===== src/hdl/shdb_pkg.sv =====
package shdb_pkg;

   // Defaults for the top-level parameters.
   localparam int NUM_STRATA_DEF = 64;
   localparam int COUNT_BITS_DEF = 32;

   // Fixed field widths.
   localparam int OP_W        = 3;
   localparam int STRATUM_W   = 6;
   localparam int AMOUNT_W    = 32;
   localparam int STRATA_W    = 7;
   localparam int FIELD_W     = 32;
   localparam int CSR_INDEX_W = 2;
   localparam int CSR_DATA_W  = 32;
   localparam int QUEUE_DEPTH = 2;

   // Operation codes.
   localparam logic [OP_W-1:0] OP_ADD    = 3'd0;
   localparam logic [OP_W-1:0] OP_SUB    = 3'd1;
   localparam logic [OP_W-1:0] OP_READ   = 3'd2;
   localparam logic [OP_W-1:0] OP_DECIDE = 3'd3;
   localparam logic [OP_W-1:0] OP_CLEAR  = 3'd4;

   // Register indexes.
   localparam logic [CSR_INDEX_W-1:0] CSR_MIN_STRATA   = 2'd0;
   localparam logic [CSR_INDEX_W-1:0] CSR_MIN_REPORTED = 2'd1;
   localparam logic [CSR_INDEX_W-1:0] CSR_MAX_REPORTED = 2'd2;

   typedef enum logic [2:0] {
      KIND_ADD,
      KIND_SUB,
      KIND_READ,
      KIND_DECIDE,
      KIND_CLEAR,
      KIND_NOP
   } kind_type;

   typedef struct packed {
      kind_type               kind;
      logic [STRATUM_W-1:0]   stratum;
      logic [AMOUNT_W-1:0]    amount;
   } cmd_type;

   typedef struct packed {
      logic [STRATA_W-1:0] min_strata;
      logic [FIELD_W-1:0]  min_reported;
      logic [FIELD_W-1:0]  max_reported;
   } cfg_type;

   typedef enum logic [2:0] {
      ST_IDLE,
      ST_RMW,
      ST_READ,
      ST_SHRINK,
      ST_WALK_CHK,
      ST_WALK_EV,
      ST_FINISH
   } state_type;

   // Only strata that the stratum field can address are ever stored.
   function automatic int store_depth(input int num_strata);
      return (num_strata < (1 << STRATUM_W)) ? num_strata : (1 << STRATUM_W);
   endfunction

endpackage


===== src/hdl/strata_histogram_decode_budget_top.sv =====
// Channel  Dir  Handshake             Payload
// req      in   req_valid/req_stall   operation, stratum, amount
// rsp      out  rsp_valid/rsp_stall   stratum_count, grand_total, decode_strata,
//                                     partial_last, partial_amount, wrapped
// csr      in   csr_wr_en             csr_index, csr_wr_data
//
// Add and subtract read the counter RAM, then write back and register the result; read
// registers the count after the RAM read; clear and unused codes register the result at
// once. Decide drops empty strata from the top one at a time, then walks the strata and
// takes whole strata until the cap stops the walk; on an empty histogram it ends after the drops.
// Reset is synchronous and per-entry nonzero flags clear the histogram at once. A two-entry
// command queue keeps taking transactions while a result waits on rsp_stall, until it is full.
module strata_histogram_decode_budget_top import shdb_pkg::*; #(
   parameter int NUM_STRATA = NUM_STRATA_DEF,
   parameter int COUNT_BITS = COUNT_BITS_DEF
) (
   input  logic                   clock,
   input  logic                   reset,
   input  logic                   req_valid,
   output logic                   req_stall,
   input  logic [OP_W-1:0]        req_operation,
   input  logic [STRATUM_W-1:0]   req_stratum,
   input  logic [AMOUNT_W-1:0]    req_amount,
   output logic                   rsp_valid,
   input  logic                   rsp_stall,
   output logic [FIELD_W-1:0]     rsp_stratum_count,
   output logic [FIELD_W-1:0]     rsp_grand_total,
   output logic [STRATA_W-1:0]    rsp_decode_strata,
   output logic                   rsp_partial_last,
   output logic [FIELD_W-1:0]     rsp_partial_amount,
   output logic                   rsp_wrapped,
   input  logic                   csr_wr_en,
   input  logic [CSR_INDEX_W-1:0] csr_index,
   input  logic [CSR_DATA_W-1:0]  csr_wr_data
);

   cfg_type cfg_ff, cfg_in;
   logic    cmd_valid;
   cmd_type cmd;
   logic    cmd_pop;

   always_comb begin
      cfg_in = cfg_ff;
      if (csr_wr_en) begin
         unique case (csr_index)
            CSR_MIN_STRATA:   cfg_in.min_strata   = csr_wr_data[STRATA_W-1:0];
            CSR_MIN_REPORTED: cfg_in.min_reported = csr_wr_data[FIELD_W-1:0];
            CSR_MAX_REPORTED: cfg_in.max_reported = csr_wr_data[FIELD_W-1:0];
            default:          cfg_in = cfg_ff;
         endcase
      end
   end

   always_ff @(posedge clock) begin
      if (reset) begin
         cfg_ff.min_strata   <= '0;
         cfg_ff.min_reported <= '0;
         cfg_ff.max_reported <= '1;
      end else begin
         cfg_ff <= cfg_in;
      end
   end

   shdb_front #(
      .NUM_STRATA (NUM_STRATA)
   ) u_front (
      .clock         (clock),
      .reset         (reset),
      .req_valid     (req_valid),
      .req_stall     (req_stall),
      .req_operation (req_operation),
      .req_stratum   (req_stratum),
      .req_amount    (req_amount),
      .cmd_valid     (cmd_valid),
      .cmd           (cmd),
      .cmd_pop       (cmd_pop)
   );

   shdb_back #(
      .NUM_STRATA (NUM_STRATA),
      .COUNT_BITS (COUNT_BITS)
   ) u_back (
      .clock              (clock),
      .reset              (reset),
      .cfg                (cfg_ff),
      .cmd_valid          (cmd_valid),
      .cmd                (cmd),
      .cmd_pop            (cmd_pop),
      .rsp_valid          (rsp_valid),
      .rsp_stall          (rsp_stall),
      .rsp_stratum_count  (rsp_stratum_count),
      .rsp_grand_total    (rsp_grand_total),
      .rsp_decode_strata  (rsp_decode_strata),
      .rsp_partial_last   (rsp_partial_last),
      .rsp_partial_amount (rsp_partial_amount),
      .rsp_wrapped        (rsp_wrapped)
   );

endmodule


===== src/hdl/shdb_ram.sv =====
module shdb_ram #(
   parameter int WIDTH = 32,
   parameter int DEPTH = 64
) (
   input  logic                     clock,
   input  logic                     we,
   input  logic [$clog2(DEPTH)-1:0] waddr,
   input  logic [WIDTH-1:0]         wdata,
   input  logic [$clog2(DEPTH)-1:0] raddr,
   output logic [WIDTH-1:0]         rdata
);

   logic [WIDTH-1:0] mem_ff [DEPTH];
   logic [WIDTH-1:0] rdata_ff;

   always_ff @(posedge clock) begin
      if (we) begin
         mem_ff[waddr] <= wdata;
      end
      rdata_ff <= mem_ff[raddr];
   end

   assign rdata = rdata_ff;

endmodule


===== src/hdl/shdb_front.sv =====
module shdb_front import shdb_pkg::*; #(
   parameter int NUM_STRATA = NUM_STRATA_DEF
) (
   input  logic                 clock,
   input  logic                 reset,
   input  logic                 req_valid,
   output logic                 req_stall,
   input  logic [OP_W-1:0]      req_operation,
   input  logic [STRATUM_W-1:0] req_stratum,
   input  logic [AMOUNT_W-1:0]  req_amount,
   output logic                 cmd_valid,
   output cmd_type              cmd,
   input  logic                 cmd_pop
);

   localparam int STORE_DEPTH = store_depth(NUM_STRATA);
   localparam int PTR_W       = $clog2(QUEUE_DEPTH);
   localparam int CNT_W       = $clog2(QUEUE_DEPTH + 1);

   cmd_type            queue_ff [QUEUE_DEPTH];
   cmd_type            cmd_in;
   logic [PTR_W-1:0]   wr_ptr_ff, wr_ptr_in;
   logic [PTR_W-1:0]   rd_ptr_ff, rd_ptr_in;
   logic [CNT_W-1:0]   count_ff, count_in;
   logic               in_range;
   logic               push;

   // Classify the incoming transaction. Out-of-range strata and unused codes
   // collapse into one kind that only reports the total.
   always_comb begin
      in_range       = 32'(req_stratum) < 32'(STORE_DEPTH);
      cmd_in.stratum = req_stratum;
      cmd_in.amount  = req_amount;
      unique case (req_operation)
         OP_ADD:    cmd_in.kind = in_range ? KIND_ADD : KIND_NOP;
         OP_SUB:    cmd_in.kind = in_range ? KIND_SUB : KIND_NOP;
         OP_READ:   cmd_in.kind = in_range ? KIND_READ : KIND_NOP;
         OP_DECIDE: cmd_in.kind = KIND_DECIDE;
         OP_CLEAR:  cmd_in.kind = KIND_CLEAR;
         default:   cmd_in.kind = KIND_NOP;
      endcase
   end

   assign req_stall = (count_ff == CNT_W'(QUEUE_DEPTH));
   assign push      = req_valid && !req_stall;
   assign cmd_valid = (count_ff != '0);
   assign cmd       = queue_ff[rd_ptr_ff];

   always_comb begin
      wr_ptr_in = wr_ptr_ff;
      rd_ptr_in = rd_ptr_ff;
      if (push) begin
         wr_ptr_in = (wr_ptr_ff == PTR_W'(QUEUE_DEPTH - 1)) ? '0 : wr_ptr_ff + PTR_W'(1);
      end
      if (cmd_pop) begin
         rd_ptr_in = (rd_ptr_ff == PTR_W'(QUEUE_DEPTH - 1)) ? '0 : rd_ptr_ff + PTR_W'(1);
      end
      count_in = count_ff + CNT_W'(push) - CNT_W'(cmd_pop);
   end

   always_ff @(posedge clock) begin
      if (reset) begin
         wr_ptr_ff <= '0;
         rd_ptr_ff <= '0;
         count_ff  <= '0;
      end else begin
         wr_ptr_ff <= wr_ptr_in;
         rd_ptr_ff <= rd_ptr_in;
         count_ff  <= count_in;
      end
   end

   always_ff @(posedge clock) begin
      if (push) begin
         queue_ff[wr_ptr_ff] <= cmd_in;
      end
   end

endmodule


===== src/hdl/shdb_back.sv =====
module shdb_back import shdb_pkg::*; #(
   parameter int NUM_STRATA = NUM_STRATA_DEF,
   parameter int COUNT_BITS = COUNT_BITS_DEF
) (
   input  logic                clock,
   input  logic                reset,
   input  cfg_type             cfg,
   input  logic                cmd_valid,
   input  cmd_type             cmd,
   output logic                cmd_pop,
   output logic                rsp_valid,
   input  logic                rsp_stall,
   output logic [FIELD_W-1:0]  rsp_stratum_count,
   output logic [FIELD_W-1:0]  rsp_grand_total,
   output logic [STRATA_W-1:0] rsp_decode_strata,
   output logic                rsp_partial_last,
   output logic [FIELD_W-1:0]  rsp_partial_amount,
   output logic                rsp_wrapped
);

   localparam int STORE_DEPTH = store_depth(NUM_STRATA);
   localparam int ADDR_W      = $clog2(STORE_DEPTH);
   localparam int WIDE_W      = (COUNT_BITS > FIELD_W) ? COUNT_BITS : FIELD_W;
   localparam int SUM_W       = WIDE_W + 1;

   state_type               state_ff, state_in;
   cmd_type                 work_ff, work_in;
   logic [STORE_DEPTH-1:0]  nz_ff, nz_in;
   logic [COUNT_BITS-1:0]   total_ff, total_in;
   logic [STRATA_W-1:0]     used_ff, used_in;
   logic [STRATA_W-1:0]     top_ff, top_in;
   logic [STRATA_W-1:0]     cur_ff, cur_in;
   logic [FIELD_W-1:0]      sum_ff, sum_in;
   logic [STRATA_W-1:0]     full_ff, full_in;
   logic                    rsp_valid_ff, rsp_valid_in;
   logic [FIELD_W-1:0]      rsp_count_ff, rsp_count_in;
   logic [FIELD_W-1:0]      rsp_total_ff, rsp_total_in;
   logic [STRATA_W-1:0]     rsp_strata_ff, rsp_strata_in;
   logic                    rsp_plast_ff, rsp_plast_in;
   logic [FIELD_W-1:0]      rsp_pamt_ff, rsp_pamt_in;
   logic                    rsp_wrap_ff, rsp_wrap_in;

   logic                    ram_we;
   logic [ADDR_W-1:0]       ram_raddr;
   logic [COUNT_BITS-1:0]   ram_rdata;

   logic [ADDR_W-1:0]       work_addr, cur_addr, top_addr, rd_addr;
   logic [STRATA_W-1:0]     top_m1;
   logic [COUNT_BITS-1:0]   rd_count;
   logic                    out_free;
   logic                    is_sub;
   logic [SUM_W-1:0]        old_w, amt_w, tot_w, cnt_w, tot_new_w;
   logic [COUNT_BITS-1:0]   cnt_new, tot_new;
   logic                    cnt_wrap, tot_wrap;
   logic [FIELD_W-1:0]      avail;
   logic [WIDE_W-1:0]       c_wide, count_wide, total_wide;
   logic                    over;
   logic [FIELD_W-1:0]      sum_next;
   logic                    walk_go, partial, nonzero;
   logic                    load;
   logic [COUNT_BITS-1:0]   count_src;

   assign work_addr = work_ff.stratum[ADDR_W-1:0];
   assign cur_addr  = cur_ff[ADDR_W-1:0];
   assign top_m1    = top_ff - STRATA_W'(1);
   assign top_addr  = top_m1[ADDR_W-1:0];
   assign out_free  = !rsp_valid_ff || !rsp_stall;

   // An entry whose nonzero flag is clear holds zero whatever the RAM has.
   assign rd_addr  = (state_ff == ST_WALK_EV) ? cur_addr : work_addr;
   assign rd_count = nz_ff[rd_addr] ? ram_rdata : '0;

   // Read-modify-write arithmetic with at least one spare bit to catch the wrap.
   always_comb begin
      is_sub    = (work_ff.kind == KIND_SUB);
      old_w     = SUM_W'(rd_count);
      amt_w     = SUM_W'(work_ff.amount);
      tot_w     = SUM_W'(total_ff);
      cnt_w     = is_sub ? (old_w - amt_w) : (old_w + amt_w);
      tot_new_w = is_sub ? (tot_w - amt_w) : (tot_w + amt_w);
      cnt_new   = cnt_w[COUNT_BITS-1:0];
      tot_new   = tot_new_w[COUNT_BITS-1:0];
      cnt_wrap  = is_sub ? (amt_w > old_w) : (|cnt_w[SUM_W-1:COUNT_BITS]);
      tot_wrap  = is_sub ? (amt_w > tot_w) : (|tot_new_w[SUM_W-1:COUNT_BITS]);
   end

   // Decide walk terms. The sum never exceeds max_reported, so it fits a field.
   always_comb begin
      avail    = cfg.max_reported - sum_ff;
      c_wide   = WIDE_W'(rd_count);
      over     = c_wide > WIDE_W'(avail);
      sum_next = sum_ff + c_wide[FIELD_W-1:0];
      walk_go  = (cur_ff < top_ff) &&
                 ((full_ff < cfg.min_strata) || (sum_ff < cfg.max_reported));
      partial  = (cur_ff < top_ff) && (sum_ff < cfg.min_reported);
      nonzero  = (sum_ff != '0) || (partial && nz_ff[cur_addr]);
   end

   always_comb begin
      state_in      = state_ff;
      work_in       = work_ff;
      nz_in         = nz_ff;
      total_in      = total_ff;
      used_in       = used_ff;
      top_in        = top_ff;
      cur_in        = cur_ff;
      sum_in        = sum_ff;
      full_in       = full_ff;
      cmd_pop       = 1'b0;
      ram_we        = 1'b0;
      ram_raddr     = cur_addr;
      load          = 1'b0;
      count_src     = '0;
      rsp_strata_in = '0;
      rsp_plast_in  = 1'b0;
      rsp_pamt_in   = '0;
      rsp_wrap_in   = 1'b0;

      unique case (state_ff)
         ST_IDLE: begin
            ram_raddr = cmd.stratum[ADDR_W-1:0];
            if (cmd_valid && out_free) begin
               cmd_pop = 1'b1;
               work_in = cmd;
               unique case (cmd.kind)
                  KIND_ADD, KIND_SUB: state_in = ST_RMW;
                  KIND_READ:          state_in = ST_READ;
                  KIND_DECIDE: begin
                     top_in   = used_ff;
                     state_in = ST_SHRINK;
                  end
                  KIND_CLEAR: begin
                     nz_in    = '0;
                     total_in = '0;
                     used_in  = '0;
                     load     = 1'b1;
                  end
                  default: load = 1'b1;
               endcase
            end
         end
         ST_RMW: begin
            ram_we              = 1'b1;
            nz_in[work_addr]    = (cnt_new != '0);
            total_in            = tot_new;
            if (!is_sub && (STRATA_W'(work_ff.stratum) >= used_ff)) begin
               used_in = STRATA_W'(work_ff.stratum) + STRATA_W'(1);
            end
            count_src   = cnt_new;
            rsp_wrap_in = cnt_wrap || tot_wrap;
            load        = 1'b1;
            state_in    = ST_IDLE;
         end
         ST_READ: begin
            count_src = rd_count;
            load      = 1'b1;
            state_in  = ST_IDLE;
         end
         ST_SHRINK: begin
            // Drop empty strata from the top, one per cycle.
            if (top_ff == '0) begin
               used_in  = '0;
               load     = 1'b1;
               state_in = ST_IDLE;
            end else if (nz_ff[top_addr]) begin
               used_in  = top_ff;
               cur_in   = '0;
               sum_in   = '0;
               full_in  = '0;
               state_in = ST_WALK_CHK;
            end else begin
               top_in = top_m1;
            end
         end
         ST_WALK_CHK: begin
            ram_raddr = cur_addr;
            state_in  = walk_go ? ST_WALK_EV : ST_FINISH;
         end
         ST_WALK_EV: begin
            if (over) begin
               state_in = ST_FINISH;
            end else begin
               sum_in = sum_next;
               cur_in = cur_ff + STRATA_W'(1);
               if (sum_next != '0) begin
                  full_in = full_ff + STRATA_W'(1);
               end
               state_in = ST_WALK_CHK;
            end
         end
         ST_FINISH: begin
            // The partial amount counts from the sum before the extra stratum.
            if (nonzero) begin
               rsp_strata_in = partial ? (cur_ff + STRATA_W'(1)) : cur_ff;
               rsp_plast_in  = partial;
               rsp_pamt_in   = partial ? (cfg.min_reported - sum_ff) : '0;
            end
            load     = 1'b1;
            state_in = ST_IDLE;
         end
         default: state_in = ST_IDLE;
      endcase

      count_wide   = WIDE_W'(count_src);
      total_wide   = WIDE_W'(total_in);
      rsp_count_in = count_wide[FIELD_W-1:0];
      rsp_total_in = total_wide[FIELD_W-1:0];
      rsp_valid_in = load || (rsp_valid_ff && rsp_stall);
   end

   always_ff @(posedge clock) begin
      if (reset) begin
         state_ff     <= ST_IDLE;
         nz_ff        <= '0;
         total_ff     <= '0;
         used_ff      <= '0;
         rsp_valid_ff <= 1'b0;
      end else begin
         state_ff     <= state_in;
         nz_ff        <= nz_in;
         total_ff     <= total_in;
         used_ff      <= used_in;
         rsp_valid_ff <= rsp_valid_in;
      end
   end

   always_ff @(posedge clock) begin
      work_ff <= work_in;
      top_ff  <= top_in;
      cur_ff  <= cur_in;
      sum_ff  <= sum_in;
      full_ff <= full_in;
      if (load) begin
         rsp_count_ff  <= rsp_count_in;
         rsp_total_ff  <= rsp_total_in;
         rsp_strata_ff <= rsp_strata_in;
         rsp_plast_ff  <= rsp_plast_in;
         rsp_pamt_ff   <= rsp_pamt_in;
         rsp_wrap_ff   <= rsp_wrap_in;
      end
   end

   shdb_ram #(
      .WIDTH (COUNT_BITS),
      .DEPTH (STORE_DEPTH)
   ) u_counts (
      .clock (clock),
      .we    (ram_we),
      .waddr (work_addr),
      .wdata (cnt_new),
      .raddr (ram_raddr),
      .rdata (ram_rdata)
   );

   assign rsp_valid          = rsp_valid_ff;
   assign rsp_stratum_count  = rsp_count_ff;
   assign rsp_grand_total    = rsp_total_ff;
   assign rsp_decode_strata  = rsp_strata_ff;
   assign rsp_partial_last   = rsp_plast_ff;
   assign rsp_partial_amount = rsp_pamt_ff;
   assign rsp_wrapped        = rsp_wrap_ff;

endmodule


===== config.mk =====
export PLATFORM = sky130hd
export DESIGN_NAME = strata_histogram_decode_budget_top
export DESIGN_NICKNAME = d
export VERILOG_FILES = /design/src/hdl/shdb_pkg.sv /design/src/hdl/strata_histogram_decode_budget_top.sv /design/src/hdl/shdb_ram.sv /design/src/hdl/shdb_front.sv /design/src/hdl/shdb_back.sv
export SDC_FILE = /design/constraint.sdc
export NUM_CORES = 2
export LEC_CHECK = 0
export BUFFER_PORTS_ARGS = -buffer_cell sky130_fd_sc_hd__clkbuf_2
export CAP_MARGIN = 20
export CORE_ASPECT_RATIO = 1.2
export CORE_MARGIN = 4
export CORE_UTILIZATION = 57
export DETAILED_ROUTE_END_ITERATION = 10
export HOLD_SLACK_MARGIN = 0.03
export MAX_ROUTING_LAYER = met4
export PLACE_DENSITY_LB_ADDON = 0.25
export SYNTH_ARGS = -nofsm -noshare
export SYNTH_HDL_FRONTEND = slang
export SYNTH_SLANG_ARGS = --single-unit

===== constraint.sdc =====
create_clock -name clock -period 9 [get_ports clock]
set_input_delay 0 -clock clock [delete_from_list [all_inputs] [get_ports clock]]
set_output_delay 0 -clock clock [all_outputs]
set_load 0.01 [all_outputs]

* After elaboration in Yosys (flattened, before gate mapping)
Memories as Yosys holds them, arrays and structs flattened. A register that Yosys moved wholly into a read port is not among the register bits.
Cells that the tools add are included.
** Operators by class
- Add/sub/neg operators :: 15
- Order comparisons :: 13
- Equality and inequality tests :: 29
- Multiplexer cells :: 69
- Reductions and logical operators :: 45
** Operators by type and width (number)
- 32-bit 2-to-1 mux :: 6
- 32-bit case mux with 2 select lines :: 3
- 64-bit 2-to-1 mux :: 2
- 64-bit case mux with 2 select lines :: 1
- 7-bit 2-to-1 mux :: 15
- 32-bit greater-than comparator :: 3
- 32-bit nonzero test :: 3
- 32-bit by 32-bit adder with 33-bit output :: 2
- 33-bit 2-to-1 mux :: 2
- 32-bit by 32-bit subtractor with 33-bit output :: 2
- 64-bit bitwise mux :: 1
- 32-bit < comparator :: 2
- 32-bit subtractor :: 2
- 7-bit case mux with 2 select lines :: 3
- 32-bit adder :: 1
- 6-bit by 7-bit < comparator with 1-bit output, second input constant :: 4
- 7-bit case mux with 3 select lines :: 1
- 1-bit 2-to-1 mux :: 20
- 1-bit binary-select mux with 6-bit select :: 3
- 3-bit by 2-bit == test with 1-bit output, second input constant :: 6
- 3-bit == test, second input constant :: 5
- 3-bit case mux with 5 select lines :: 1
- 5-bit AND reduction :: 3
- 7-bit by 1-bit adder with 7-bit output, second input constant :: 2
- 36 further kinds :: 78
** Word-level totals
- Flip-flop bits (word level) :: 381
- Bits in writable memories :: 2130
- Input port bits :: 80
- Logic and storage cells :: 197
- Memories :: 2
** Memory list
- u_back.u_counts.mem_ff :: depth 64, bits a word 32, read ports 1, clocked after Yosys merged registers in 1, wr ports 1, line shdb_ram.sv:13 : logic [WIDTH-1:0] mem_ff [DEPTH];
- u_front.queue_ff :: depth 2, bits a word 41, read ports 1, clocked after Yosys merged registers in 1, wr ports 1, line shdb_front.sv:20 : cmd_type queue_ff [QUEUE_DEPTH];

* Logic depth before layout (Yosys ltp)
- Word-level depth :: 10
- Mapped depth :: 37
- Mapped depth without buffers :: 36

* Hierarchy
Synthesis repeated with hierarchy kept, for this count alone.
** Unflattened totals
- Cell total of the unflattened synthesis :: 6862
- Area, all modules :: 111280.5 um^2
** By module, submodules not included
- shdb_ram :: instances 1, cells an instance 3324, area each 78512.8 um^2
- shdb_back :: instances 1, cells an instance 3077, area each 26532.9 um^2
- shdb_front :: instances 1, cells an instance 157, area each 3220.6 um^2
- strata_histogram_decode_budget_top :: instances 1, cells an instance 304, area each 3014.1 um^2

* Worst setup path after synthesis
No wires, ideal clock.
- Path type :: register to register
- From :: reg u_back.state_ff[2]
- To :: reg u_back.nz_ff[20]
- Library setup time :: 92 ps
- Arrival :: 8882 ps
- Data required time :: 8908 ps
- Path slack :: 25 ps
- Stages on the path, launching flop included :: 34
- Period minus slack after synthesis :: 8975 ps
- Path through :: dfxtp_1 -> buf_4 -> and3b_1 -> buf_6 -> mux2_4 -> buf_6 -> buf_6 -> mux2i_1 -> a22o_1 -> nor4_2 -> a21oi_1 -> clkbuf_1 -> clkbuf_1 -> and2_1 -> ha_1 -> clkbuf_1 -> o21bai_1 -> a21oi_1 -> o21bai_1 -> o21a_1 -> nor2b_1 -> a211oi_1 -> nand2_1 -> a21oi_1 -> or2_2 -> inv_1 -> o31ai_1 -> or4_1 -> or4b_1 -> nor4_2 -> nand4_1 -> nor4_4 -> buf_6 -> o32ai_1
** On the way
- Word-level cells in the longest chain between the ends :: 10
** Ends and longest elaborated chain
- from (decl) :: line shdb_back.sv:26 : state_type state_ff, state_in;
- from (signal assigned) :: line shdb_back.sv:219 : state_ff <= state_in;
- 3-bit == test (*) :: line shdb_back.sv:70 : assign rd_addr = (state_ff == ST_WALK_EV) ? cur_addr : work_addr;
- 6-bit 2-to-1 mux (*) :: line shdb_back.sv:70
- 1-bit binary-select mux with 6-bit select (*) :: line shdb_back.sv:71 : assign rd_count = nz_ff[rd_addr] ? ram_rdata : '0;
- 1-bit 2-to-1 mux (not written as such) (*) :: line shdb_back.sv:71
- 32-bit 2-to-1 mux (*) :: line shdb_back.sv:71
- 32-bit by 32-bit adder with 33-bit output / 32-bit by 32-bit subtractor with 33-bit output (equally long branches) :: line shdb_back.sv:79 : cnt_w = is_sub ? (old_w - amt_w) : (old_w + amt_w);
- 33-bit 2-to-1 mux (*) :: line shdb_back.sv:79
- net u_back.cnt_w[12] :: line shdb_back.sv:52 : logic [SUM_W-1:0] old_w, amt_w, tot_w, cnt_w, tot_new_w;
- 32-bit nonzero test (*) :: line shdb_back.sv:144 : nz_in[work_addr] = (cnt_new != '0);
- 64-bit bitwise mux (*) :: line shdb_back.sv:144
- 64-bit case mux with 2 select lines (*) :: line shdb_back.sv:119 : unique case (state_ff)
- to (signal assigned) :: line shdb_back.sv:220 : nz_ff <= nz_in;
- to (decl) :: line shdb_back.sv:28 : logic [STORE_DEPTH-1:0] nz_ff, nz_in;
The timed path passes the listed nets; every way through them passes the cells marked *. The select of a mux whose other input is x is not followed.
A chain may end at the register's enable or synchronous reset.

* Final worst setup path
- From :: reg u_back.state_ff[1]
- To :: reg u_back.nz_ff[40]
** On the way
- Word-level cells in the longest chain between the ends :: 10
** Ends and longest elaborated chain (line)
- 3-bit == test :: shdb_back.sv:70
- 6-bit 2-to-1 mux :: shdb_back.sv:70
- 1-bit binary-select mux with 6-bit select :: shdb_back.sv:71
- 1-bit 2-to-1 mux (not written as such) :: shdb_back.sv:71
- 32-bit 2-to-1 mux :: shdb_back.sv:71
- 32-bit by 32-bit adder with 33-bit output / 32-bit by 32-bit subtractor with 33-bit output (equally long branches) :: shdb_back.sv:79
- 33-bit 2-to-1 mux :: shdb_back.sv:79
- 32-bit nonzero test :: shdb_back.sv:144
- 64-bit bitwise mux :: shdb_back.sv:144
- 64-bit case mux with 2 select lines :: shdb_back.sv:119
Parallel ways exist; a longest one is shown, timed or not. The select of a mux whose other input is x is not followed.

==> results.md <==
* Min Tclk post-route at between 8 and 9 ns
* 1st-iter DRT viols at 7551
* Nets at 7740
* Fraction of layout cells with a size suffix above 1 at 0.200
* Max-Slew Margin vs Limit at 0.243
* Yosys reg bits at around 2500
* CP required at 9.66 ns
* Pwr Total at 53.6 mW
* Pre-CTS WS at 0.176 ns
* Area leader, netlist: edfxtp_1
* Drt drc at 0
* Post-layout util at 0.651
* Vias in the first global route at 66800
* CTS clock-pin slew for the worst setup and hold paths at 0.07 ns
* Ys flop type: edfxtp_1
* Worst Hold Class: primary input to register
* Crit path max fanout at 64
* All-layer global routing usage at 0.315
* R2r endpoint: u_back.nz_ff[40]
* WHS Endpoint: cfg_ff[66]
* CP delay by family, top: compound AO/OA/AOI/OAI gates
* Critical Path End Type: register
* Top cell type's share of synthesized area at 0.628
* Count of different cell masters after synthesis at 93
* Die area at 0.203 mm²
* Placed inst area at 0.117 mm²
* R2R Setup Slk at 0.45 ns
* First-pass GRT wire length at 453 mm
* Cells after Synth at about 7000
* Cell Pwr Density at around 420 mW/mm²
* Endpoints failing hold at 0
* Final setup vio count at 0
* Vias at between 60000 and 70000
* Clk sinks at 2544
* RSZ-0062 raised after global routing: no
* Fin cells at 10200
* WHS Path Cells at 3
* Final WS setup at 0.454 ns
* Cell area after synthesis at between 0.1 and 0.15 mm²
* P_leak at 42.9 nW
* Gpl congestion at 0.963
* IO buf count at 186
* Die height at 492 µm
* H-Tree Depth at 4
* Fmax at around 120 MHz
* Initial DRT Pass Iterations at 8
* # rows at 177
* Clock Tree Buf Depth at 3
* Global route total overflow at 0
* Fin. max-slew vios at 0
* WP data arrival at 9.21 ns
* Detailed Place HPWL at 191 mm
* Status: completed
* Antenna violations before repair at 7
* Skew final at 0.0706 ns
* Largest net degree at the start of global routing at about 130
* R2R cell count at 30
* Final period util at 0.950
* Slowest stage delay, CP at about 0.57 ns
* Worst path slowest cell: or4_1
* Post-synth EDFFs at 2329
* Syn. warnings at 0
* Num CTS Buffers at 236
* Syn Area/Cell at 16.0 µm²
* Seq/Total Area, Yosys at 0.666
* DIE WIDTH at 412 µm
* Final wirelength at around 310 mm
* Final ANT Viol Nets at 0
* Insertion delay to the later sink of the worst-skew pair at 0.90 ns
* Top cells by area, synth: edfxtp_1, mux4_2, dfxtp_1
* CTS tree: done
* Initial Util at 0.574
* Buf+Inv Stages, Crit Path at 2
* Fin area at ~0.13 mm²
* Max-cap viol count at 0
* Measured slew at the worst slew-check pin at 1.13 ns
* Critical R2R Launch: u_back.state_ff[1]
* Startpoint Class: register
* Worst Hold Slack at 0.169 ns
* Max IR drop VDD at ~1000 µV
* Worst hold start: reset
* CORE AREA at between 0.15 and 0.2 mm²
* Root buffer cell: clkbuf_16
* Setup TNS at 0 ns
* CP Class: register to register
* Count leader, synth: edfxtp_1
* WL per Instance at 30.5 µm
* Total setup buffers inserted after CTS at 0
* Most frequent cells after synthesis: edfxtp_1, mux4_2, a21oi_1, nor2_1, clkbuf_1
* Share of flip-flops with an asynchronous set or reset at 0
* Post-Syn Nets at 7324
* Inst Count DP at 9559
* # IOs at ~190
* Synth-to-Final Area Change at 13.5%
* Via density at 6.53
[per-layer routing]
layer	global-route usage	up-vias	wire length, µm
met3	0.0430	655	24600
met1	0.414	34000	120000
met2	0.493	3419	150000
met4	0.151	0	17400
met5	-	-	0
li1	-	28500	-
[cells in the final DEF, fill, tap and decap left out, types with 47 or more instances in the layout]
cell type / count
a211oi_1: 256
a21o_1: 65
a21oi_1: 419
and2_1: 51
buf_4: 198
clkbuf_16: 239
clkbuf_2: 185
clkinv_1: 55
clkinv_2: 47
dfxtp_1: 214
dlygate4sd3_1: 177
edfxtp_1: 2329
ha_1: 272
inv_1: 200
mux2i_1: 171
mux4_2: 554
nand2_1: 294
nand2b_1: 52
nand3_1: 52
nor2_1: 255
nor2_4: 65
nor2b_1: 196
nor3_1: 62
o21ai_0: 214
xnor2_1: 84
xor2_1: 56
[cells by family after synthesis]
family | count (synthesis) | share of synthesized area
adders and majority gates | 284 | 0.0321
buffers and inverters | 605 | 0.0211
AOI/OAI and AO/OA | 1342 | 0.0788
and+or+nand+nor | 1255 | 0.0567
xor gates and xnor gates | 165 | 0.0130
muxes | 771 | 0.132
DFF | 2544 | 0.666
[worst max-delay path by stage]
stage / start / end / slack [ns] / cells after the start
final: u_back.state_ff[1] / u_back.nz_ff[40] / 0.45 / 30
after global placement: u_back.state_ff[1] / u_back.nz_ff[48] / 0.30 / 32
after CTS: u_back.state_ff[1] / u_back.nz_ff[40] / 0.05 / 30
after detailed placement: u_back.state_ff[1] / u_back.nz_ff[53] / 0.18 / 30
after floorplan: u_back.state_ff[2] / u_back.nz_ff[20] / 0.03 / 33
after global routing: u_back.state_ff[1] / u_back.nz_ff[40] / 0.0001 / 30
[worst register-to-register path, delay by kind of cell, from the launching register on]
family / cells / cell delay [ns]
multiplexers: 3 / 1.26
AND/OR/NAND/NOR: 8 / 2.52
buffers and inverters: 2 / 0.37
adder cells (fa/ha/maj): 2 / 0.42
AO/OA/AOI/OAI: 15 / 3.42
flip-flops: 1 / 0.32
[layout make-up]
class / count / area, µm²
clock buffers: 289 / 6250
multi-input cells: 3817 / 35800
flip-flops and latches: 2544 / 74200
inverters: 205 / 769
well taps: 2595 / 3250
repair buffers: 578 / 4540
clock inverters: 160 / 1550
diodes: 6 / 15.0
fillers: 13300 / 67800
[report_power, final]
part	switching [mW]	internal (mW)
combinational	16.6	6.04
sequential	0.392	20.5
clock	4.41	5.59
[registers in the layout, summed over array words and instances (netlist names), 2 cells and up, named ones only]
register                   count
u_back.cur_ff                  7
u_back.state_ff                3
u_front.count_ff               2
u_back.u_counts.rdata         32
u_back.rsp_stratum_count      32
u_back.used_ff                 7
u_back.full_ff                 7
u_back.top_ff                  7
u_front.queue_ff              82
u_back.u_counts.mem_ff      2048
u_back.work_addr               6
u_back.rsp_grand_total        32
cfg_ff                        71
u_back.total_ff               32
u_back.sum_ff                 32
u_back.rsp_decode_strata       7
u_back.nz_ff                  64
u_back.rsp_partial_amount     32
u_back.work_ff                 3
u_back.amt_w                  32
[what timing repair did]
| item | in CTS | in global routing |
|---|---|---|
| hold buffers | 177 | 0 |
| gates resized for setup | 0 | 8 |
| hold endpoints to repair | 252 | 0 |
| setup endpoints to repair | 0 | 128 |
Note: power is estimated with default switching activity, not from simulation.
